**src/hdl/double_ended_queue_top_defines.svh**
```systemverilog
// Assertion macros for the double-ended queue.
// Used by double_ended_queue_top.sv; the clock and reset names are taken from the includer.
`ifndef DOUBLE_ENDED_QUEUE_TOP_DEFINES_SVH
`define DOUBLE_ENDED_QUEUE_TOP_DEFINES_SVH

// Same-cycle implication, disabled while reset is asserted.
`define DEQ_ASSERT_IMP(lbl, ante, cons, msg) \
    lbl: assert property (@(posedge i_clk) disable iff (!i_rst_n) (ante) |-> (cons)) \
        else $error(msg);

// Next-cycle implication, disabled while reset is asserted.
`define DEQ_ASSERT_NXT(lbl, ante, cons, msg) \
    lbl: assert property (@(posedge i_clk) disable iff (!i_rst_n) (ante) |=> (cons)) \
        else $error(msg);

`endif

```
**src/hdl/deq_pkg.sv**
```systemverilog
// Shared types and constants for the double-ended queue.
// No dependencies; imported by deq_ptr, double_ended_queue_top, the checker and the testbench.
package deq_pkg;

    // Field widths of the request and result items.
    localparam int unsigned MODE_W = 3;
    localparam int unsigned WORD_W = 32;
    localparam int unsigned CAP_W  = 7;

    // Stream bus widths, rounded up to whole bytes.
    localparam int unsigned S_TDATA_W = 40;
    localparam int unsigned M_TDATA_W = 72;

    // Request operation codes.
    typedef enum logic [MODE_W-1:0] {
        MODE_PUSH_FRONT = 3'd0,
        MODE_PUSH_BACK  = 3'd1,
        MODE_POP_FRONT  = 3'd2,
        MODE_POP_BACK   = 3'd3,
        MODE_QUERY      = 3'd4
    } t_mode;

    // Status of the last request, held until the next one is taken.
    typedef struct packed {
        logic accepted;
        logic empty;
        logic full;
    } t_stat;

endpackage

```
**src/hdl/deq_ram.sv**
```systemverilog
// Ring store of the queue: one write port and two registered read ports.
// No dependencies; instantiated by double_ended_queue_top.
module deq_ram #(
    parameter int unsigned DEPTH = 64,
    parameter int unsigned WIDTH = 32
) (
    input  logic                     i_clk,
    input  logic                     i_wr_en,
    input  logic [$clog2(DEPTH)-1:0] i_wr_addr,
    input  logic [WIDTH-1:0]         i_wr_data,
    input  logic                     i_rd_en,
    input  logic [$clog2(DEPTH)-1:0] i_rd_addr_a,
    input  logic [$clog2(DEPTH)-1:0] i_rd_addr_b,
    output logic [WIDTH-1:0]         o_rd_data_a,
    output logic [WIDTH-1:0]         o_rd_data_b
);

    logic [WIDTH-1:0] r_mem [DEPTH];

    // Write port.
    always_ff @(posedge i_clk) begin
        if (i_wr_en) begin
            r_mem[i_wr_addr] <= i_wr_data;
        end
    end

    // Two read ports with registered data.
    always_ff @(posedge i_clk) begin
        if (i_rd_en) begin
            o_rd_data_a <= r_mem[i_rd_addr_a];
            o_rd_data_b <= r_mem[i_rd_addr_b];
        end
    end

endmodule

```
**src/hdl/deq_ptr.sv**
```systemverilog
// Head, tail and count registers with the capacity register and update logic.
// Depends on deq_pkg; instantiated by double_ended_queue_top.
module deq_ptr #(
    parameter int unsigned DEPTH = 64
) (
    input  logic                         i_clk,
    input  logic                         i_rst_n,
    input  logic                         i_cfg_wr_en,
    input  logic [deq_pkg::CAP_W-1:0]    i_cfg_wr_data,
    input  logic                         i_go,
    input  logic [deq_pkg::MODE_W-1:0]   i_mode,
    output logic                         o_wr_en,
    output logic [$clog2(DEPTH)-1:0]     o_wr_addr,
    output logic [$clog2(DEPTH)-1:0]     o_front_addr,
    output logic [$clog2(DEPTH)-1:0]     o_rear_addr,
    output deq_pkg::t_stat               o_stat
);

    import deq_pkg::*;

    localparam int unsigned AW = $clog2(DEPTH);
    localparam int unsigned CW = $clog2(DEPTH + 1);
    localparam int unsigned KW = (CW > CAP_W) ? CW : CAP_W;

    logic [CAP_W-1:0] r_cap;
    logic [AW-1:0]    r_head;
    logic [AW-1:0]    r_tail;
    logic [CW-1:0]    r_count;
    t_stat            r_stat;

    logic [KW-1:0] w_cap_ext;
    logic [CW-1:0] w_eff_cap;
    logic [AW-1:0] w_head_prev;
    logic [AW-1:0] w_head_next;
    logic [AW-1:0] w_tail_prev;
    logic [AW-1:0] w_tail_next;
    logic          w_can_push;
    logic          w_can_pop;
    logic          w_ok;
    logic [AW-1:0] n_head;
    logic [AW-1:0] n_tail;
    logic [CW-1:0] n_count;

    // Capacity above the store depth saturates to the depth.
    assign w_cap_ext = KW'(r_cap);
    assign w_eff_cap = (w_cap_ext > KW'(DEPTH)) ? CW'(DEPTH) : w_cap_ext[CW-1:0];

    // Ring neighbours of the head and tail indices.
    assign w_head_prev = (r_head == '0) ? AW'(DEPTH - 1) : r_head - 1'b1;
    assign w_head_next = (r_head == AW'(DEPTH - 1)) ? '0 : r_head + 1'b1;
    assign w_tail_prev = (r_tail == '0) ? AW'(DEPTH - 1) : r_tail - 1'b1;
    assign w_tail_next = (r_tail == AW'(DEPTH - 1)) ? '0 : r_tail + 1'b1;

    assign w_can_push = r_count < w_eff_cap;
    assign w_can_pop  = r_count != '0;

    // Decode the request into index updates and a store write.
    always_comb begin
        n_head    = r_head;
        n_tail    = r_tail;
        n_count   = r_count;
        w_ok      = 1'b0;
        o_wr_en   = 1'b0;
        o_wr_addr = r_tail;
        unique case (i_mode)
            MODE_PUSH_FRONT: begin
                if (w_can_push) begin
                    n_head    = w_head_prev;
                    n_count   = r_count + 1'b1;
                    w_ok      = 1'b1;
                    o_wr_en   = i_go;
                    o_wr_addr = w_head_prev;
                end
            end
            MODE_PUSH_BACK: begin
                if (w_can_push) begin
                    n_tail    = w_tail_next;
                    n_count   = r_count + 1'b1;
                    w_ok      = 1'b1;
                    o_wr_en   = i_go;
                    o_wr_addr = r_tail;
                end
            end
            MODE_POP_FRONT: begin
                if (w_can_pop) begin
                    n_head  = w_head_next;
                    n_count = r_count - 1'b1;
                    w_ok    = 1'b1;
                end
            end
            MODE_POP_BACK: begin
                if (w_can_pop) begin
                    n_tail  = w_tail_prev;
                    n_count = r_count - 1'b1;
                    w_ok    = 1'b1;
                end
            end
            MODE_QUERY: begin
                w_ok = 1'b1;
            end
            default: begin
                w_ok = 1'b0;
            end
        endcase
    end

    // Capacity register.
    always_ff @(posedge i_clk) begin
        if (!i_rst_n) begin
            r_cap <= CAP_W'(64);
        end else if (i_cfg_wr_en) begin
            r_cap <= i_cfg_wr_data;
        end
    end

    // Index and count registers, with the status of the request just applied.
    always_ff @(posedge i_clk) begin
        if (!i_rst_n) begin
            r_head  <= '0;
            r_tail  <= '0;
            r_count <= '0;
            r_stat  <= '0;
        end else if (i_go) begin
            r_head          <= n_head;
            r_tail          <= n_tail;
            r_count         <= n_count;
            r_stat.accepted <= w_ok;
            r_stat.empty    <= n_count == '0;
            r_stat.full     <= n_count == w_eff_cap;
        end
    end

    assign o_front_addr = r_head;
    assign o_rear_addr  = w_tail_prev;
    assign o_stat       = r_stat;

endmodule

```
**src/hdl/double_ended_queue_top.sv**
```systemverilog
// Bounded double-ended queue of signed 32-bit words held in a ring store. A request is handled
// in order by acceptance, in which the indices update and a push writes the store; the read
// of the front and rear entries from the synchronous store; and the load of the result
// register, which waits while the previous result is still pending and not taken.
// A finished result waits in its own register, so the next request is accepted while the
// previous result is still pending. Depends on deq_pkg, deq_ptr, deq_ram and the defines header.
module double_ended_queue_top #(
    parameter int unsigned DEPTH = 64
) (
    input  logic                          i_clk,
    input  logic                          i_rst_n,
    // Capacity limit register (7 bits, unsigned).
    input  logic                          i_cfg_wr_en,
    input  logic [deq_pkg::CAP_W-1:0]     i_cfg_wr_data,
    // Requests.
    input  logic                          s_axis_tvalid,
    output logic                          s_axis_tready,
    // From bit 0: mode[2:0], push_value[34:3], zero fill [39:35].
    input  logic [deq_pkg::S_TDATA_W-1:0] s_axis_tdata,
    // Results.
    output logic                          m_axis_tvalid,
    input  logic                          m_axis_tready,
    // From bit 0: accepted[0], front_value[32:1], rear_value[64:33], values_valid[65],
    // is_empty[66], is_full[67], zero fill [71:68].
    output logic [deq_pkg::M_TDATA_W-1:0] m_axis_tdata
);

    import deq_pkg::*;

    `include "double_ended_queue_top_defines.svh"

    localparam int unsigned AW = $clog2(DEPTH);

    typedef enum logic [1:0] {
        S_IDLE,
        S_READ,
        S_LOAD
    } t_state;

    t_state              r_state;
    logic                r_out_valid;
    logic [WORD_W-1:0]   r_out_front;
    logic [WORD_W-1:0]   r_out_rear;
    t_stat               r_out_stat;

    logic                w_in_acc;
    logic                w_load;
    logic                w_wr_en;
    logic [AW-1:0]       w_wr_addr;
    logic [AW-1:0]       w_front_addr;
    logic [AW-1:0]       w_rear_addr;
    logic [WORD_W-1:0]   w_rd_front;
    logic [WORD_W-1:0]   w_rd_rear;
    t_stat               w_stat;

    assign s_axis_tready = r_state == S_IDLE;
    assign w_in_acc      = s_axis_tvalid && s_axis_tready;
    assign w_load        = (r_state == S_LOAD) && (!r_out_valid || m_axis_tready);

    // Index, count and capacity control.
    deq_ptr #(
        .DEPTH(DEPTH)
    ) u_ptr (
        .i_clk         (i_clk),
        .i_rst_n       (i_rst_n),
        .i_cfg_wr_en   (i_cfg_wr_en),
        .i_cfg_wr_data (i_cfg_wr_data),
        .i_go          (w_in_acc),
        .i_mode        (s_axis_tdata[MODE_W-1:0]),
        .o_wr_en       (w_wr_en),
        .o_wr_addr     (w_wr_addr),
        .o_front_addr  (w_front_addr),
        .o_rear_addr   (w_rear_addr),
        .o_stat        (w_stat)
    );

    // Entry store; the reads are issued once the indices have settled.
    deq_ram #(
        .DEPTH(DEPTH),
        .WIDTH(WORD_W)
    ) u_ram (
        .i_clk       (i_clk),
        .i_wr_en     (w_wr_en),
        .i_wr_addr   (w_wr_addr),
        .i_wr_data   (s_axis_tdata[MODE_W +: WORD_W]),
        .i_rd_en     (r_state == S_READ),
        .i_rd_addr_a (w_front_addr),
        .i_rd_addr_b (w_rear_addr),
        .o_rd_data_a (w_rd_front),
        .o_rd_data_b (w_rd_rear)
    );

    // Sequencer and result valid flag.
    always_ff @(posedge i_clk) begin
        if (!i_rst_n) begin
            r_state     <= S_IDLE;
            r_out_valid <= 1'b0;
        end else begin
            unique case (r_state)
                S_IDLE: begin
                    if (w_in_acc) begin
                        r_state <= S_READ;
                    end
                end
                S_READ: begin
                    r_state <= S_LOAD;
                end
                S_LOAD: begin
                    if (w_load) begin
                        r_state <= S_IDLE;
                    end
                end
                default: begin
                    r_state <= S_IDLE;
                end
            endcase
            if (w_load) begin
                r_out_valid <= 1'b1;
            end else if (m_axis_tready) begin
                r_out_valid <= 1'b0;
            end
        end
    end

    // Result payload; an empty queue reports zero words.
    always_ff @(posedge i_clk) begin
        if (w_load) begin
            r_out_front <= w_stat.empty ? '0 : w_rd_front;
            r_out_rear  <= w_stat.empty ? '0 : w_rd_rear;
            r_out_stat  <= w_stat;
        end
    end

    assign m_axis_tvalid = r_out_valid;
    assign m_axis_tdata  = {4'b0, r_out_stat.full, r_out_stat.empty, !r_out_stat.empty,
                            r_out_rear, r_out_front, r_out_stat.accepted};

    // Only one request is in flight at a time.
    `DEQ_ASSERT_NXT(a_one_in_flight, w_in_acc, !s_axis_tready, "request accepted while busy")

    // A pending result is never overwritten by the next one.
    `DEQ_ASSERT_NXT(a_hold_load, (r_state == S_LOAD) && r_out_valid && !m_axis_tready,
                    r_state == S_LOAD, "result register overwritten while stalled")

    // A new result appears only after the store read has completed.
    `DEQ_ASSERT_IMP(a_valid_after_read, $rose(m_axis_tvalid), $past(r_state) == S_LOAD,
                    "result valid without a completed read")

endmodule

```
**config.mk**
```make
export PLATFORM = sky130hd
export DESIGN_NAME = double_ended_queue_top
export DESIGN_NICKNAME = d
export VERILOG_FILES = /design/src/hdl/deq_pkg.sv /design/src/hdl/deq_ram.sv /design/src/hdl/deq_ptr.sv /design/src/hdl/double_ended_queue_top.sv
export VERILOG_INCLUDE_DIRS = /design/src /design/src/hdl
export SDC_FILE = /design/constraint.sdc
export NUM_CORES = 2
export LEC_CHECK = 0
export BUFFER_PORTS_ARGS = -buffer_cell sky130_fd_sc_hd__buf_2
export CORE_ASPECT_RATIO = 1.1
export CORE_MARGIN = 2
export CORE_UTILIZATION = 45
export CTS_CLUSTER_DIAMETER = 50
export DETAILED_ROUTE_END_ITERATION = 10
export PLACE_DENSITY = 0.71
export REMOVE_ABC_BUFFERS = 1
export SYNTH_ARGS = -nofsm -noshare
export SYNTH_HDL_FRONTEND = slang
export SYNTH_SLANG_ARGS = --single-unit
```
**constraint.sdc**
```tcl
create_clock -name i_clk -period 7.28 [get_ports i_clk]
set_clock_uncertainty 0.05 [all_clocks]
set_input_delay 0.364 -clock i_clk [delete_from_list [all_inputs] [get_ports i_clk]]
set_output_delay 0.364 -clock i_clk [all_outputs]
set_load 0.01 [all_outputs]
```
# Word level (Yosys, flattened, before mapping)
# Memories as Yosys holds them, arrays and structs flattened. A register that Yosys moved wholly into a read port is not among the register bits.
# Index checks and enable logic that the tools add are counted.
# word_totals
reg_bits	99
latchBits	0
input_bits	52
n_memories	1
mem_bits_rw	2048
output_inout_bits	74
romBits	0
# mem_list
memory	depth	word_bits	read_ports	rd_ports_with_merged_regs	write_ports	line	text
u_ram.r_mem	64	32	2	2	1	deq_ram.sv:18	logic [WIDTH-1:0] r_mem [DEPTH];
# classes
n_reduce_logical	19
mul	0
addsub	6
order_cmp	2
bitwise	0
muxes	28
shift	0
div	0
eq_ne	15
# ops
cell	count
2-to-1 mux 6 bit	10
case mux 6 bit (2 select lines)	2
2-to-1 mux 7 bit	3
case mux 7 bit (2 select lines)	1
adder 6 x 1 -> 6 bit, second input constant	2
equality test 6 bit, second input constant	2
zero test 6 bit	2
subtractor 6 x 1 -> 6 bit, second input constant	2
inequality test 2 x 1 -> 1 bit, second input constant	5
2-to-1 mux 1 bit	8
AND reduction 4 bit	2
adder 7 x 1 -> 7 bit, second input constant	1
equality test 7 bit	1
greater-than comparator 7 bit, second input constant	1
zero test 7 bit	1
less-than comparator 7 bit	1
nonzero test 7 bit	1
subtractor 7 x 1 -> 7 bit, second input constant	1
equality test 3 x 2 -> 1 bit, second input constant	2
case mux 2 bit (3 select lines)	1
nonzero test 2 bit	3
2-to-1 mux 2 bit	2
OR reduction 2 bit	2
equality test 3 x 1 -> 1 bit, second input constant	1
11 further kinds	13

# Depth between registers and ports, before layout
# depth
depth_word	7
ltp_mapped	15

# Hierarchy
# A second synthesis with hierarchy kept.
# unflattened
cells_unflattened	4914
hier_area_um2	101539.9
# by_module_without_submodules
module	cells_per_inst	n_inst	area_each_um2	seq_area_each_um2
deq_ram	4412	1	96301.1	63420.8
double_ended_queue_top	157	1	2657.5	2072.0
deq_ptr	345	1	2581.2	580.6

# Worst setup path after synthesis
# Ideal clock, no wire load.
# synth_path
path_kind	register -> register
startpoint	register u_ptr.r_head[0], in the netlist u_ptr.o_front_addr[0]
endpoint	memory u_ram.r_mem[48][0] (enable)
stages_incl_launch_ff	15
period_less_slack_ns	5.071
path_slack_ns	2.209
n_path_buf	7
t_arrival_ns	4.600
cell_sequence	dfxtp_1 clkbuf_1 buf_2 buf_2 buf_2 buf_2 buf_1 inv_1 ha_1 and3_1 o21ai_0 mux2i_1 or3_1 clkbuf_1 nor2_1
# synth_between
elab_chain_len	4
elab_cells_between_ends	5
classes_between	1 x add/sub; 3 x mux; 1 x reduce/logical
# synth_rtl
element	line	text
from (decl)	deq_ptr.sv:26	logic [AW-1:0] r_head;
from (signal assigned)	deq_ptr.sv:124	r_head <= n_head;
subtractor 6 x 1 -> 6 bit or zero test 6 bit (tied branches)	deq_ptr.sv:49	assign w_head_prev = (r_head == '0) ? AW'(DEPTH - 1) : r_head - 1'b1;
2-to-1 mux 6 bit (*)	deq_ptr.sv:49	
2-to-1 mux 6 bit (*)	deq_ptr.sv:67	if (w_can_push) begin
2-to-1 mux 6 bit (*)	-	
to (decl)	deq_ram.sv:18	
# Mark *: on every way between the ends. The rest lies on a longest branch, timed or not.

# Worst setup path after layout
# layout_path
startpoint	register u_ptr.r_cap[6]
endpoint	memory u_ram.r_mem[53][23] (enable)
# layout_between
elab_chain_len	7
elab_cells_between_ends	9
classes_between	2 x order compare; 7 x mux
# layout_rtl
element	line	text
from (decl)	deq_ptr.sv:25	logic [CAP_W-1:0] r_cap;
from (signal assigned)	deq_ptr.sv:112	r_cap <= i_cfg_wr_data;
greater-than comparator 7 bit	deq_ptr.sv:46	assign w_eff_cap = (w_cap_ext > KW'(DEPTH)) ? CW'(DEPTH) : w_cap_ext[CW-1:0];
2-to-1 mux 7 bit (*)	deq_ptr.sv:46	
less-than comparator 7 bit (*)	deq_ptr.sv:54	assign w_can_push = r_count < w_eff_cap;
2-to-1 mux 1 bit	deq_ptr.sv:67, deq_ptr.sv:76	
2-to-1 mux 1 bit	-	
2-to-1 mux 1 bit	deq_ram.sv:22	if (i_wr_en) begin
2-to-1 mux 1 bit (implied by the code)	deq_ram.sv:23	r_mem[i_wr_addr] <= i_wr_data;
# Marked as above.

==> impl_results.md <==
* Grt total ovfl at 0
* Clock insertion delay at the later pin of the skew report at 910 ps
* Reg-to-Reg Start: u_ptr.r_cap[6]
* Post-synthesis async set-or-reset flop share at 0%
* RSZ-0062 raised after global routing: false
* Ys Warns at 0
* Post-route ant nets at 0
* Seq/Total Area, Yosys at 64.70%
* Quantity of I/O buffers inserted on ports at 116
* Final GP Congestion at 0.8797
* Die width at 458.2 microns
* Worst Setup Start Kind: flip-flop
* Vias in the first global route at 60940
* Detailed Place HPWL at 185.5 mm
* # fillers at 17800
* Max incr delay on CP at 1130 ps
* Residual DRC count at 0
* Io pins at 126
* Setup TNS at 0 ps
* # rows at 183
* Slew headroom at 10.44%
* Post-synth top flop: edfxtp_1
* Worst reg2reg setup slack at 1540 ps
* First-pass iteration count of the detailed router at 8
* Register area at 66100 sq um
* Core area at 225800 sq um
* Max Cap Violations at 0
* VDD IR max at 239.2 uV
* Initial antenna violation count at 14
* Crit-path cells: inv_2, nand2_1, ha_1, a211oi_1, o22ai_1, or3_1, nor2_1, mux2i_1, or3_1, nor2_4, buf_4
* Status: finished, final reports clean
* Area post-placement at 107000 sq um
* Largest net degree at the start of global routing at 148
* Post-Syn Instances at 5743
* CTS max path bufs at 3
* Post-Syn Area at 102100 sq um
* Buffer and inverter count on the worst path at 2
* Worst r2r dst: u_ram.r_mem[53][23]
* Routed WL at 326.7 mm
* First-pass GRT wire length at 458.5 mm
* Setup violations, final at 0
* CP max-delay cell: nor2_4
* Delay-heaviest family, CP: simple AND/OR/NAND/NOR gates
* Unique masters post-synth at 60
* Post-synth top area share at 64.07%
* Setup Crit Path Kind: flip-flop to flip-flop
* Area delta synth->final at 12.10%
* Via Count at 62560
* H-tree depth at 4
* Die Area at 230800 sq um
* Register bit total from synthesis at 2211
* Req. time, crit path at 7770 ps
* HP Start: s_axis_tdata[2]
* CTS tree: done
* CP Capture Type: flip-flop
* Worst Hold End: u_ptr.r_count[3]
* Total power at 0.02767 W
* Nets at 5899
* Critical-path maximum fanout at 17
* Drt wl/cell at 36.40 microns
* Avg Inst Size Synth at 17.78 sq um
* GRT Util Overall at 28.04%
* Number of synthesized flops with an enable pin at 2179
* Leakage at 34.93 nW
* Crit path DAT at 6230 ps
* Top cells by area, synth: edfxtp_1 (64%), mux4_2 (21%), nand2_1 (2.8%)
* Period Utilization, post-route at 78.84%
* Fmax achieved at 0.1742 GHz
* Max-slew violations at 0
* Vias per cell at 6.970
* Layout cells sized above 1 at 28.22%
* Initial core utilization at 45.23%
* Worst r2r path cells at 11
* Dpl ws at 1824 ps
* Hold Vio Cnt, Final at 0
* Worst Tran Pin Value at 1340 ps
* Multi-input gate area at 34740 sq um
* Pwr dens at 241.7 nW/um^2
* Initial DRC count at 10690
* Final Instance Area at 114500 sq um
* Cell chosen for the clock root: clkbuf_16
* Hold Crit Class: input pin to flip-flop
* Die height at 503.6 microns
* Clk pin slew, worst setup/hold paths at 60 ps
* Clk sinks at 2211
* Final WS setup at 1540 ps
* Inserted Clock Buffers at 216
* Hold depth at 4
* Post-route minimum period at 5740 ps
* Most common cell on crit path: or3_1
* Yosys top cell by area: edfxtp_1
## worst reg2reg max path, cell delays in order (launching register included)
cell,delay (ps)
dfxtp_1,350
inv_2,150
nand2_1,80
ha_1,290
a211oi_1,210
o22ai_1,190
or3_1,550
nor2_1,720
mux2i_1,410
or3_1,790
nor2_4,1140
buf_4,450
## area by class of cell
class	instances	area share (%)
flip-flops and latches	2211	57.74
multi-input cells	3089	30.34
clock buffers	260	4.922
well taps	2960	3.235
repair buffers	302	2.387
clock inverters	132	1.315
inverters	12	0.04044
diodes	9	0.01967
## registers in the layout, indices dropped and copies added, names as in the netlist, 3 cells and up
signal and cells:
u_ram.r_mem 2048, u_ptr.r_count 7, m_axis_tdata 3, u_ram.o_rd_data_b 32, u_ptr.r_tail 6, u_ram.o_rd_data_a 32
u_ptr.r_cap 7, u_ptr.o_stat 3, u_ptr.o_front_addr 6, r_out_rear 32, r_out_front 32
## synthesized netlist by cell type (4+ instances only)
cell type,n
a211oi_1,11
a21bo_2,24
a21boi_0,5
a21oi_1,187
a221o_1,34
a311o_1,33
a311oi_1,65
a31oi_1,34
and2_1,5
and3_1,70
buf_1,65
buf_2,128
buf_4,17
buf_6,9
clkbuf_1,215
dfxtp_1,32
edfxtp_1,2179
ha_1,15
inv_1,9
mux2_2,10
mux2i_1,250
mux4_2,973
nand2_1,763
nand2b_1,7
nand3_1,180
nand3b_1,8
nand4b_1,4
nor2_1,131
nor2b_1,80
nor3_1,43
nor3b_1,5
o211ai_1,8
o21a_1,7
o21ai_0,39
o22ai_1,36
o31ai_1,6
or2_2,6
or3_1,6
xnor2_1,10
## worst max path at each step
stage               slack (ps)                  end  depth (start not counted)             startpoint
finish                    1540  u_ram.r_mem[53][23]                         11         u_ptr.r_cap[6]
global route              1420   u_ram.r_mem[53][8]                         11         u_ptr.r_cap[6]
CTS                       1750   u_ram.r_mem[53][8]                         11         u_ptr.r_cap[6]
detailed placement        1820  u_ram.r_mem[53][23]                         11         u_ptr.r_cap[6]
global placement          1900  u_ram.r_mem[53][27]                         11         u_ptr.r_cap[6]
floorplan               -17270    u_ram.r_mem[0][0]                          8  u_ptr.o_front_addr[1]
## report_power, final
part           switching [W]  total (W)  leakage (nW)  internal (W)
Sequential         0.0000677     0.0141          19.9        0.0141
Combinational        0.00137    0.00219          11.6      0.000821
Clock                0.00503     0.0113          3.44       0.00631
## metal layers
layer  global-route usage, %  wire (microns)
met1                   36.90          114600
met2                   43.26          150900
met3                   8.292           44210
met4                   12.85           16820
met5                       0             160
## placed cells by master, fill, tap and decap left out, types with 34 or more instances in the layout
cell type / instances
a311oi_1: 65
nor3_1: 43
clkbuf_16: 219
o22ai_1: 36
nor2b_1: 78
edfxtp_1: 2179
nand2_1: 763
nor2_1: 67
mux2i_1: 250
clkbuf_1: 41
nand3_1: 172
o21ai_0: 39
mux4_2: 973
buf_2: 116
a221o_1: 34
nor2_4: 64
clkinv_1: 40
a21oi_1: 187
buf_12: 55
a31oi_1: 34
buf_4: 104
and3_1: 70
## per-stage QoR
stage | cells | hold WS [ps] | utilization, %
after detailed placement | 8547 | 369.6 | 47.42
after CTS | 8966 | 51.75 | 50.70
after floorplan | 5312 | 353.0 | -
after global routing | 8968 | 138.4 | 50.70
after global placement | 8547 | 362.5 | 47.42
final | 8975 | 124.3 | 50.71
## kinds of logic after synthesis
kind of cell	synth area share (%)
other	0.003672
AOI/OAI and AO/OA	3.395
adders and majority gates	0.1838
DFF	64.70
xor gates and xnor gates	0.09434
buffers and inverters	1.925
muxes	24.02
and+or+nand+nor	5.678
## timing repair
item                                    CTS  global route
hold buffers                             27             0
endpoints found under the hold margin    28             0
endpoints found under the setup margin    0             0
gates resized for setup                   0             0
buffers inserted                          0             0
No activity file was read; power rests on OpenSTA's default activity.
